**config.mk**
```make
export PLATFORM = sky130hd
export DESIGN_NAME = din_sync_clock_recovery_core
export DESIGN_NICKNAME = d
export VERILOG_FILES = /design/src/hdl/dscr_pkg.sv /design/src/hdl/din_sync_clock_recovery_core.sv /design/src/hdl/dscr_ctrl.sv /design/src/hdl/dscr_datapath.sv
export SDC_FILE = /design/constraint.sdc
export NUM_CORES = 2
export LEC_CHECK = 0
export BUFFER_PORTS_ARGS = -buffer_cell sky130_fd_sc_hd__buf_2
export CAP_MARGIN = 0
export CORE_MARGIN = 2
export CORE_UTILIZATION = 64
export CTS_CLUSTER_DIAMETER = 100
export CTS_CLUSTER_SIZE = 12
export DETAILED_ROUTE_END_ITERATION = 6
export GPL_TIMING_DRIVEN = 1
export PLACE_DENSITY = 0.84
export SLEW_MARGIN = 20
export SYNTH_ARGS = -nofsm -noshare
export SYNTH_HDL_FRONTEND = slang
export SYNTH_SLANG_ARGS = --single-unit
```
**constraint.sdc**
```tcl
create_clock -name aclk -period 18.5 [get_ports aclk]
set_input_delay 4.625 -clock aclk [delete_from_list [all_inputs] [get_ports aclk]]
set_output_delay 4.625 -clock aclk [all_outputs]
set_load 0.02 [all_outputs]
```
**src/hdl/dscr_pkg.sv**
```systemverilog
// Package for DIN sync clock recovery: payload types, opcodes, register
// indexes and tempo constants. No dependencies.
`default_nettype none
package dscr_pkg;
    localparam int CfgWidth = 24;
    localparam int CfgIdxWidth = 3;

    localparam logic [CfgIdxWidth-1:0] REG_ENABLE  = 3'd0;
    localparam logic [CfgIdxWidth-1:0] REG_MIN     = 3'd1;
    localparam logic [CfgIdxWidth-1:0] REG_MAX     = 3'd2;
    localparam logic [CfgIdxWidth-1:0] REG_LOCK    = 3'd3;
    localparam logic [CfgIdxWidth-1:0] REG_TIMEOUT = 3'd4;

    localparam logic [1:0] OP_EDGE    = 2'd0;
    localparam logic [1:0] OP_RUN     = 2'd1;
    localparam logic [1:0] OP_TIMEOUT = 2'd2;
    localparam logic [1:0] OP_UNUSED  = 2'd3;

    localparam logic [1:0] EV_NONE = 2'd0;
    localparam logic [1:0] EV_LOCK = 2'd1;
    localparam logic [1:0] EV_LOST = 2'd2;

    localparam logic [16:0] TEMPO_MIN   = 17'd7680;
    localparam logic [16:0] TEMPO_MAX   = 17'd76800;
    localparam logic [16:0] TEMPO_RESET = 17'd30720;
    localparam logic [33:0] TEMPO_NUM   = 34'd15360000000;

    typedef struct packed {
        logic [1:0]  opcode;
        logic [47:0] timestamp_us;
        logic        run_level;
    } in_item_t;

    typedef struct packed {
        logic [16:0] tempo_q8;
        logic        locked;
        logic        running;
        logic [31:0] pulse_total;
        logic [4:0]  phase_step;
        logic [1:0]  event_code;
    } out_item_t;

    // controller -> datapath
    typedef struct packed {
        logic load;      // capture input and its delta
        logic sort_step; // one pass step of selection of median
        logic div_start;
        logic div_step;
        logic finish;    // commit state and form result
    } dscr_cmd_t;

    // datapath -> controller
    typedef struct packed {
        logic need_tempo; // edge stored, fill>=2
        logic sort_done;
        logic div_done;
    } dscr_sts_t;
endpackage
`default_nettype wire

```
**src/hdl/din_sync_clock_recovery_core.sv**
```systemverilog
// Top level of DIN sync clock recovery: joins controller and datapath.
// Depends on dscr_pkg, dscr_ctrl, dscr_datapath.
//
//  channel | ports                       | payload
//  input   | s_valid / s_ready           | s_data  (in_item_t)
//  result  | m_valid / m_ready           | m_data  (out_item_t)
//  config  | cfg_we, cfg_index, cfg_data | 24-bit write data
//
// One item at a time. Timeout, run and non-updating edge events pass the
// EVAL and DONE states from transfer to result; a clock edge that updates
// tempo also passes the counting median search (SORT) and the bit-serial
// divider (DIV) between them. Reset is synchronous; a waiting result holds
// input.
`default_nettype none
module din_sync_clock_recovery_core #(
    parameter int WINDOW = 8,
    parameter int PPQN = 24,
    parameter int TIME_BITS = 48
) (
    input  wire logic                             aclk,
    input  wire logic                             aresetn,
    input  wire logic                             cfg_we,
    input  wire logic [dscr_pkg::CfgIdxWidth-1:0] cfg_index,
    input  wire logic [dscr_pkg::CfgWidth-1:0]    cfg_data,
    input  wire logic                             s_valid,
    output logic                                  s_ready,
    input  wire dscr_pkg::in_item_t               s_data,
    output logic                                  m_valid,
    input  wire logic                             m_ready,
    output dscr_pkg::out_item_t                   m_data
);
    import dscr_pkg::*;

    dscr_cmd_t cmd;
    dscr_sts_t sts;

    dscr_ctrl u_ctrl (
        .aclk, .aresetn, .s_valid, .s_ready, .m_valid, .m_ready,
        .cmd, .sts
    );

    dscr_datapath #(.WINDOW(WINDOW), .PPQN(PPQN), .TIME_BITS(TIME_BITS)) u_dp (
        .aclk, .aresetn, .cfg_we, .cfg_index, .cfg_data,
        .in_time(TIME_BITS'(s_data.timestamp_us)),
        .in_opcode(s_data.opcode),
        .in_level(s_data.run_level),
        .cmd, .sts,
        .result(m_data)
    );
endmodule
`default_nettype wire

```
**src/hdl/dscr_ctrl.sv**
```systemverilog
// Controller FSM for DIN sync clock recovery.
// Depends on dscr_pkg.
`default_nettype none
module dscr_ctrl (
    input  wire logic              aclk,
    input  wire logic              aresetn,
    input  wire logic              s_valid,
    output logic                   s_ready,
    output logic                   m_valid,
    input  wire logic              m_ready,
    output dscr_pkg::dscr_cmd_t    cmd,
    input  wire dscr_pkg::dscr_sts_t sts
);
    import dscr_pkg::*;

    typedef enum logic [4:0] {
        ST_IDLE = 5'b00001,
        ST_EVAL = 5'b00010,
        ST_SORT = 5'b00100,
        ST_DIV  = 5'b01000,
        ST_DONE = 5'b10000
    } state_t;

    state_t state_reg, state_next;
    logic   mvalid_reg, mvalid_next;

    // accept when idle and output slot is free or leaving
    assign s_ready = (state_reg == ST_IDLE) && (!mvalid_reg || m_ready);
    assign m_valid = mvalid_reg;

    always_comb begin
        state_next = state_reg;
        mvalid_next = mvalid_reg && !m_ready;
        cmd = '0;
        case (state_reg)
            ST_IDLE: begin
                if (s_valid && s_ready) begin
                    cmd.load = 1'b1;
                    state_next = ST_EVAL;
                end
            end
            ST_EVAL: begin
                if (sts.need_tempo) begin
                    state_next = ST_SORT;
                end else begin
                    state_next = ST_DONE;
                end
            end
            ST_SORT: begin
                cmd.sort_step = 1'b1;
                if (sts.sort_done) begin
                    cmd.div_start = 1'b1;
                    state_next = ST_DIV;
                end
            end
            ST_DIV: begin
                cmd.div_step = 1'b1;
                if (sts.div_done) begin
                    state_next = ST_DONE;
                end
            end
            ST_DONE: begin
                cmd.finish = 1'b1;
                mvalid_next = 1'b1;
                state_next = ST_IDLE;
            end
            default: state_next = ST_IDLE;
        endcase
    end

    always_ff @(posedge aclk) begin
        if (!aresetn) begin
            state_reg <= ST_IDLE;
            mvalid_reg <= 1'b0;
        end else begin
            state_reg <= state_next;
            mvalid_reg <= mvalid_next;
        end
    end

    // result slot is free when finishing (accept path guarantees it)
    a_finish_free: assert property (@(posedge aclk) disable iff (!aresetn)
        state_reg == ST_DONE |-> !mvalid_reg)
        else $error("result overwritten");
    a_load_idle: assert property (@(posedge aclk) disable iff (!aresetn)
        cmd.load |=> state_reg == ST_EVAL)
        else $error("load did not start evaluation");
    a_one_cmd: assert property (@(posedge aclk) disable iff (!aresetn)
        $onehot0({cmd.load, cmd.sort_step, cmd.div_step, cmd.finish}))
        else $error("overlapping commands");
endmodule
`default_nettype wire

```
**src/hdl/dscr_datapath.sv**
```systemverilog
// Datapath for DIN sync clock recovery: config registers, period window,
// counting median select, serial divider, tempo smoothing. Depends on dscr_pkg.
`default_nettype none
module dscr_datapath #(
    parameter int WINDOW = 8,
    parameter int PPQN = 24,
    parameter int TIME_BITS = 48
) (
    input  wire logic                               aclk,
    input  wire logic                               aresetn,
    input  wire logic                               cfg_we,
    input  wire logic [dscr_pkg::CfgIdxWidth-1:0]   cfg_index,
    input  wire logic [dscr_pkg::CfgWidth-1:0]      cfg_data,
    input  wire logic [TIME_BITS-1:0]               in_time,
    input  wire logic [1:0]                         in_opcode,
    input  wire logic                               in_level,
    input  wire dscr_pkg::dscr_cmd_t                cmd,
    output dscr_pkg::dscr_sts_t                     sts,
    output dscr_pkg::out_item_t                     result
);
    import dscr_pkg::*;

    localparam int PW = $clog2(WINDOW);
    localparam int FW = $clog2(WINDOW + 1);
    localparam int DW = 34;           // divide quotient/dividend width
    localparam int DCW = $clog2(DW + 1);
    localparam int DENW = 21 + $clog2(PPQN + 1);
    localparam logic [FW-1:0] WIN_F = FW'(WINDOW);
    localparam logic [4:0] PPQN_C = 5'(PPQN % 32);

    // configuration
    logic        en_reg;
    logic [20:0] min_reg, max_reg;
    logic [3:0]  lock_reg;
    logic [23:0] tmo_reg;

    always_ff @(posedge aclk) begin
        if (!aresetn) begin
            en_reg <= 1'b0;
            min_reg <= 21'd1000;
            max_reg <= 21'd2000000;
            lock_reg <= 4'd4;
            tmo_reg <= 24'd2000000;
        end else if (cfg_we) begin
            case (cfg_index)
                REG_ENABLE:  en_reg <= cfg_data[0];
                REG_MIN:     min_reg <= cfg_data[20:0];
                REG_MAX:     max_reg <= cfg_data[20:0];
                REG_LOCK:    lock_reg <= cfg_data[3:0];
                REG_TIMEOUT: tmo_reg <= cfg_data[23:0];
                default: ;
            endcase
        end
    end

    // state
    logic [20:0]          win_reg [WINDOW];
    logic [PW-1:0]        ptr_reg;
    logic [FW-1:0]        fill_reg;
    logic [TIME_BITS-1:0] last_reg;
    logic                 have_reg;
    logic [16:0]          tempo_reg;
    logic                 lock_reg_f, run_reg;
    logic [31:0]          pulse_reg;
    logic [4:0]           phase_reg;

    // per-item working registers
    logic [1:0]           op_reg;
    logic                 lvl_reg;
    logic [TIME_BITS-1:0] now_reg;
    logic [TIME_BITS-1:0] delta_reg;
    logic                 act_reg;
    logic                 eval_reg;   // high in the cycle after load
    logic                 stored_reg; // tempo update pending for this edge
    logic [1:0]           ev_reg;
    logic [FW-1:0]        scan_reg;
    logic [DW-1:0]        rem_reg, quo_reg;
    logic [DENW-1:0]      den_reg;
    logic [DCW-1:0]       dcnt_reg;
    logic                 nt_ok_reg;

    // delta of current item against last edge
    logic [TIME_BITS-1:0] delta_c;
    assign delta_c = in_time - last_reg;

    // window classification, computed in EVAL from registered delta
    logic in_range;
    assign in_range = have_reg && (delta_reg > TIME_BITS'(min_reg))
                      && (delta_reg < TIME_BITS'(max_reg));
    logic [FW-1:0] fill_new;
    assign fill_new = (fill_reg < WIN_F) ? fill_reg + 1'b1 : fill_reg;

    logic store_c;
    assign store_c = act_reg && (op_reg == OP_EDGE) && in_range;

    assign sts.need_tempo = store_c && (fill_new >= FW'(2));

    // median by counting: candidate scan_reg is median when
    // #less <= k < #less + #equal, k = fill/2
    logic [FW-1:0] n_less, n_eq, k_med;
    logic [20:0]   cand;
    assign cand = win_reg[scan_reg[PW-1:0]];
    assign k_med = fill_reg >> 1;
    always_comb begin
        n_less = '0;
        n_eq = '0;
        for (int i = 0; i < WINDOW; i++) begin
            if (FW'(i) < fill_reg) begin
                if (win_reg[i] < cand) n_less = n_less + 1'b1;
                if (win_reg[i] == cand) n_eq = n_eq + 1'b1;
            end
        end
    end
    logic is_med;
    assign is_med = (n_less <= k_med) && (k_med < n_less + n_eq);
    assign sts.sort_done = is_med;

    // restoring divider, one bit a cycle
    logic [DW:0] rem_sh;
    logic [DW:0] trial;
    assign rem_sh = {rem_reg, quo_reg[DW-1]};
    assign trial = rem_sh - (DW+1)'(den_reg);
    assign sts.div_done = (dcnt_reg == DCW'(1));

    // clamp and smooth
    logic [16:0] nt_cl;
    always_comb begin
        if (!nt_ok_reg) nt_cl = TEMPO_MAX;
        else if (quo_reg < DW'(TEMPO_MIN)) nt_cl = TEMPO_MIN;
        else if (quo_reg > DW'(TEMPO_MAX)) nt_cl = TEMPO_MAX;
        else nt_cl = quo_reg[16:0];
    end
    // divide by ten as multiply by ceil(2^23/10), exact for mix below 2^22
    logic [20:0] mix;
    logic [40:0] prod;
    logic [16:0] smooth;
    assign mix = 21'(tempo_reg) * 21'd9 + 21'(nt_cl);
    assign prod = 41'(mix) * 41'd838861;
    assign smooth = prod[39:23];

    always_ff @(posedge aclk) begin
        if (!aresetn) begin
            for (int i = 0; i < WINDOW; i++) win_reg[i] <= '0;
            ptr_reg <= '0;
            fill_reg <= '0;
            last_reg <= '0;
            have_reg <= 1'b0;
            tempo_reg <= TEMPO_RESET;
            lock_reg_f <= 1'b0;
            run_reg <= 1'b0;
            pulse_reg <= '0;
            phase_reg <= '0;
            ev_reg <= EV_NONE;
            stored_reg <= 1'b0;
            eval_reg <= 1'b0;
        end else begin
            eval_reg <= cmd.load;
            if (cmd.load) begin
                op_reg <= in_opcode;
                lvl_reg <= in_level;
                now_reg <= in_time;
                delta_reg <= delta_c;
                act_reg <= en_reg;
                scan_reg <= '0;
                stored_reg <= 1'b0;
                nt_ok_reg <= 1'b0;
            end
            // EVAL: store an in-range period, note whether tempo follows
            if (eval_reg && store_c) begin
                win_reg[ptr_reg] <= delta_reg[20:0];
                ptr_reg <= (ptr_reg == PW'(WINDOW - 1)) ? '0 : ptr_reg + 1'b1;
                fill_reg <= fill_new;
                stored_reg <= (fill_new >= FW'(2));
            end
            if (cmd.sort_step) begin
                scan_reg <= scan_reg + 1'b1;
            end
            if (cmd.div_start) begin
                den_reg <= DENW'(cand) * DENW'(PPQN);
                nt_ok_reg <= (cand != '0);
                rem_reg <= '0;
                quo_reg <= TEMPO_NUM;
                dcnt_reg <= DCW'(DW);
            end else if (cmd.div_step) begin
                if (!trial[DW]) rem_reg <= trial[DW-1:0];
                else rem_reg <= rem_sh[DW-1:0];
                quo_reg <= {quo_reg[DW-2:0], !trial[DW]};
                dcnt_reg <= dcnt_reg - 1'b1;
            end
            if (cmd.finish) begin
                ev_reg <= EV_NONE;
                if (act_reg) begin
                    case (op_reg)
                        OP_EDGE: begin
                            if (stored_reg) begin
                                tempo_reg <= lock_reg_f ? smooth : nt_cl;
                                if (!lock_reg_f && fill_reg >= FW'(lock_reg)
                                    && {1'b0, lock_reg} <= 5'(WINDOW)) begin
                                    lock_reg_f <= 1'b1;
                                    run_reg <= 1'b1;
                                    ev_reg <= EV_LOCK;
                                end
                            end
                            last_reg <= now_reg;
                            have_reg <= 1'b1;
                            pulse_reg <= pulse_reg + 1'b1;
                            // phase restarts with the pulse count at its wrap
                            phase_reg <= (pulse_reg == '1 || phase_reg == PPQN_C - 1'b1
                                          || PPQN == 1) ? 5'd0 : phase_reg + 1'b1;
                        end
                        OP_RUN: begin
                            run_reg <= lvl_reg;
                            if (lvl_reg) begin
                                pulse_reg <= '0;
                                phase_reg <= '0;
                            end
                        end
                        OP_TIMEOUT: begin
                            if (lock_reg_f && delta_reg >= TIME_BITS'(tmo_reg)) begin
                                lock_reg_f <= 1'b0;
                                run_reg <= 1'b0;
                                ev_reg <= EV_LOST;
                            end
                        end
                        default: ;
                    endcase
                end
            end
        end
    end

    always_comb begin
        result.tempo_q8 = tempo_reg;
        result.locked = lock_reg_f;
        result.running = run_reg;
        result.pulse_total = pulse_reg;
        result.phase_step = phase_reg;
        result.event_code = ev_reg;
    end

    a_fill_bound: assert property (@(posedge aclk) disable iff (!aresetn)
        fill_reg <= WIN_F)
        else $error("window fill overflow");
    a_lock_run: assert property (@(posedge aclk) disable iff (!aresetn)
        $rose(lock_reg_f) |-> run_reg && ev_reg == EV_LOCK)
        else $error("lock without run");
    a_tempo_range: assert property (@(posedge aclk) disable iff (!aresetn)
        tempo_reg >= TEMPO_MIN && tempo_reg <= TEMPO_MAX)
        else $error("tempo out of range");
endmodule
`default_nettype wire

```
==> results_dict.tcl <==
set metrics [dict create \
    timing.hold.worst.class "reg -> reg" \
    reg2regPathDepth 46 \
    setup-tns-final_ps 0 \
    yosysTopAreaCellShare_pct 25.91 \
    cts_buffer_depth 3 \
    synth_compound_area_share_pct 11.63 \
    synth_area_leaders "edfxtp_1, ha_1, dfxtp_1" \
    avgSynthCellArea_um2 9.914 \
    cts_tree "done" \
    clk_latency_ps 660 \
    finalNetCount 5277 \
    drive_above_1_share_pct 7.845 \
    die_area_um2 68910 \
    cts_resized 0 \
    dieHeight_um 262.5 \
    hpwl_um 80320 \
    drt_pass1_iterations 5 \
    die_w_um 262.5 \
    worst_slew_pin_slew_ps 1083 \
    port_buffers 142 \
    cts_sinks 565 \
    fillers 4788 \
    cp_top_family "compound AO/OA/AOI/OAI gates" \
    post-route-util_pct 69.95 \
    synth_cells 4314 \
    maxCapViolations 0 \
    path_depth 46 \
    rows 94 \
    synth_cell_type_count 87 \
    largest_reg_flops 168 \
    synthAdderAreaFrac_pct 25.26 \
    p_total_uw 3826 \
    yosys_warnings 0 \
    clock.fmax_mhz 78.64 \
    dp_slack_ps 6122 \
    clkTransAtPathRegs_ps 70 \
    io_pins 143 \
    ant_nets 0 \
    hold_depth 0 \
    synthSimpleGateAreaFrac_pct 14.22 \
    synth_edf_count 369 \
    core_um2 65980 \
    critPathArrivalTime_ps 13150 \
    yosys-mux-area-fraction_pct 3.815 \
    post_cts_buffers 0 \
    drt_iter0_markers 2616 \
    synth_seq_cells 565 \
    crit_fanout 12 \
    yosysSeqAreaShare_pct 35.08 \
    syn-num-nets 5162 \
    place_congestion 1.006 \
    synthXorXnorAreaFrac_pct 3.882 \
    synth_area_um2 42770 \
    area.growth.synth_to_final_pct 7.910 \
    max-vdd-ir-drop_uv 85.71 \
    powerDensity_nw_per_um2 82.90 \
    slew_headroom_pct 27.21 \
    hold_viol 0 \
    initial_core_util_pct 64.82 \
    crit_buf_inv 6 \
    critPathMaxStageDelay_ps 650 \
    grt_pass1_wl_um 169400 \
    grt_max_degree 89 \
    critPathLaunchType "flop" \
    fin_crit_sh_pct 68.73 \
    remaining_drc_errors 0 \
    p_leak_uw 0.02003 \
    worst_slack_ps 5784 \
    grt_pass1_vias 32550 \
    critPathCaptureType "flop" \
    totalWireLength_um 105300 \
    period_minus_slack_ps 12720 \
    outcome "complete, no violations" \
    critPathSlowestCell "nor2b_1" \
    critical_path_class "reg -> reg" \
    antenna_found_initial 10 \
    htreeDepth 2 \
    drt-wirelength-per-cell_um 19.71 \
    finClkSkew_ps 84.77 \
    cts-root-buf "clkbuf_16" \
    cts-buffers-inserted 54 \
    post-synth-top-area-cell "edfxtp_1" \
    overflow 0 \
    cts_hold_buf 0 \
    report.final.slew_viol_count 0 \
    via_count 32540 \
    grt_usage_pct 30.50 \
    via_per_inst 6.092 \
    worst-endpoint-required_ps 18940 \
    synth-main-ff-cell "edfxtp_1" \
    setup-violations-final 0 \
    rsz0062_at_grt "false" \
    async_flop_share_pct 0 \
    synth_top_family_by_area "adder cells" \
]
[synth_stat cells, drive strengths merged, types with 104 or more instances]
master,count
ha,601
nor2,212
inv,537
edfxtp,369
a21oi,190
a21boi,111
clkbuf,104
nor3,222
fa,164
nand2,389
dfxtp,196
o21ai,142
xnor2,111
[kinds of logic after synthesis]
group	after synthesis
AOI/OAI and AO/OA	760
xor gates and xnor gates	180
adders and majority gates	765
buffers and inverters	687
DFF	565
muxes	108
and+or+nand+nor	1249
[final timing paths]
path | start | endpoint | slack [ps]
worst max register to register | u_dp.quo_reg[22]$_SDFFCE_PN0P_ | u_dp.tempo_reg[15]$_SDFFE_PN0P_ | 5780
worst min register to register | u_dp.en_reg$_SDFFE_PN0P_ | u_dp.act_reg$_DFFE_PP_ | 430
worst min-delay path | u_dp.en_reg$_SDFFE_PN0P_ | u_dp.act_reg$_DFFE_PP_ | 430
worst max-delay path | u_dp.quo_reg[22]$_SDFFCE_PN0P_ | u_dp.tempo_reg[15]$_SDFFE_PN0P_ | 5780
[layout make-up]
type                            count  area [um^2]  share of cell area (%)
Antenna cell                        3        7.507                 0.01627
Tap cell                          864         1081                   2.342
Timing Repair Buffer              188         1062                   2.302
Multi-Input combinational cell   3062        25290                   54.80
Inverter                          558         2097                   4.543
Clock inverter                      5        88.84                  0.1925
Clock buffer                       96         1519                   3.291
Sequential cell                   565        15010                   32.51
[per-stage QoR]
stage | std cells | hold slack, ps | cell area, um^2
after detailed placement | 5237 | 416.0 | 44520
final | 5341 | 431.5 | 46150
after global routing | 5341 | 452.8 | 46150
after floorplan | 4314 | 408.1 | 42770
after global placement | 5237 | 412.9 | 44520
after CTS | 5338 | 431.4 | 46130
[routing by layer]
layer / track usage, % / up-vias / wire [um]
li1: - / 15440 / -
met1: 39.92 / 15550 / 43450
met2: 51.61 / 1271 / 50100
met3: 5.210 / 263 / 7977
met4: 10.00 / 14 / 3629
met5: 0 / - / 95
[power by group]
| part | total, uW | leakage (uW) | internal, uW | switching (uW) |
|---|---|---|---|---|
| Sequential | 1420 | 0.00514 | 1390 | 29.0 |
| Combinational | 1360 | 0.0141 | 567 | 789 |
| Clock | 1050 | 0.000761 | 559 | 492 |
| Total | 3830 | 0.0200 | 2520 | 1310 |
[cells in the final DEF (no fill, tap or decap), types with 10 or more instances in the layout]
master,n
mux2i_1,54
a21boi_0,110
a21o_1,102
xnor2_1,111
a21oi_1,190
buf_2,141
a31oi_1,22
and2_1,21
o211ai_1,38
dfxtp_1,194
nand2b_1,32
ha_1,601
xor2_1,63
nand4_1,65
or2_1,10
clkbuf_1,41
edfxtp_1,369
nand3_1,63
clkinv_1,21
nand3b_1,12
buf_4,46
a211oi_1,29
inv_1,536
nor2_1,210
and3_1,29
o21ai_0,132
nor3_1,220
nor4_1,29
nand2_1,389
mux4_2,42
clkbuf_16,54
o21a_1,33
fa_1,164
nor2b_1,80
or3_1,27
or2_2,13
Note: power is estimated with default switching activity, not from simulation.
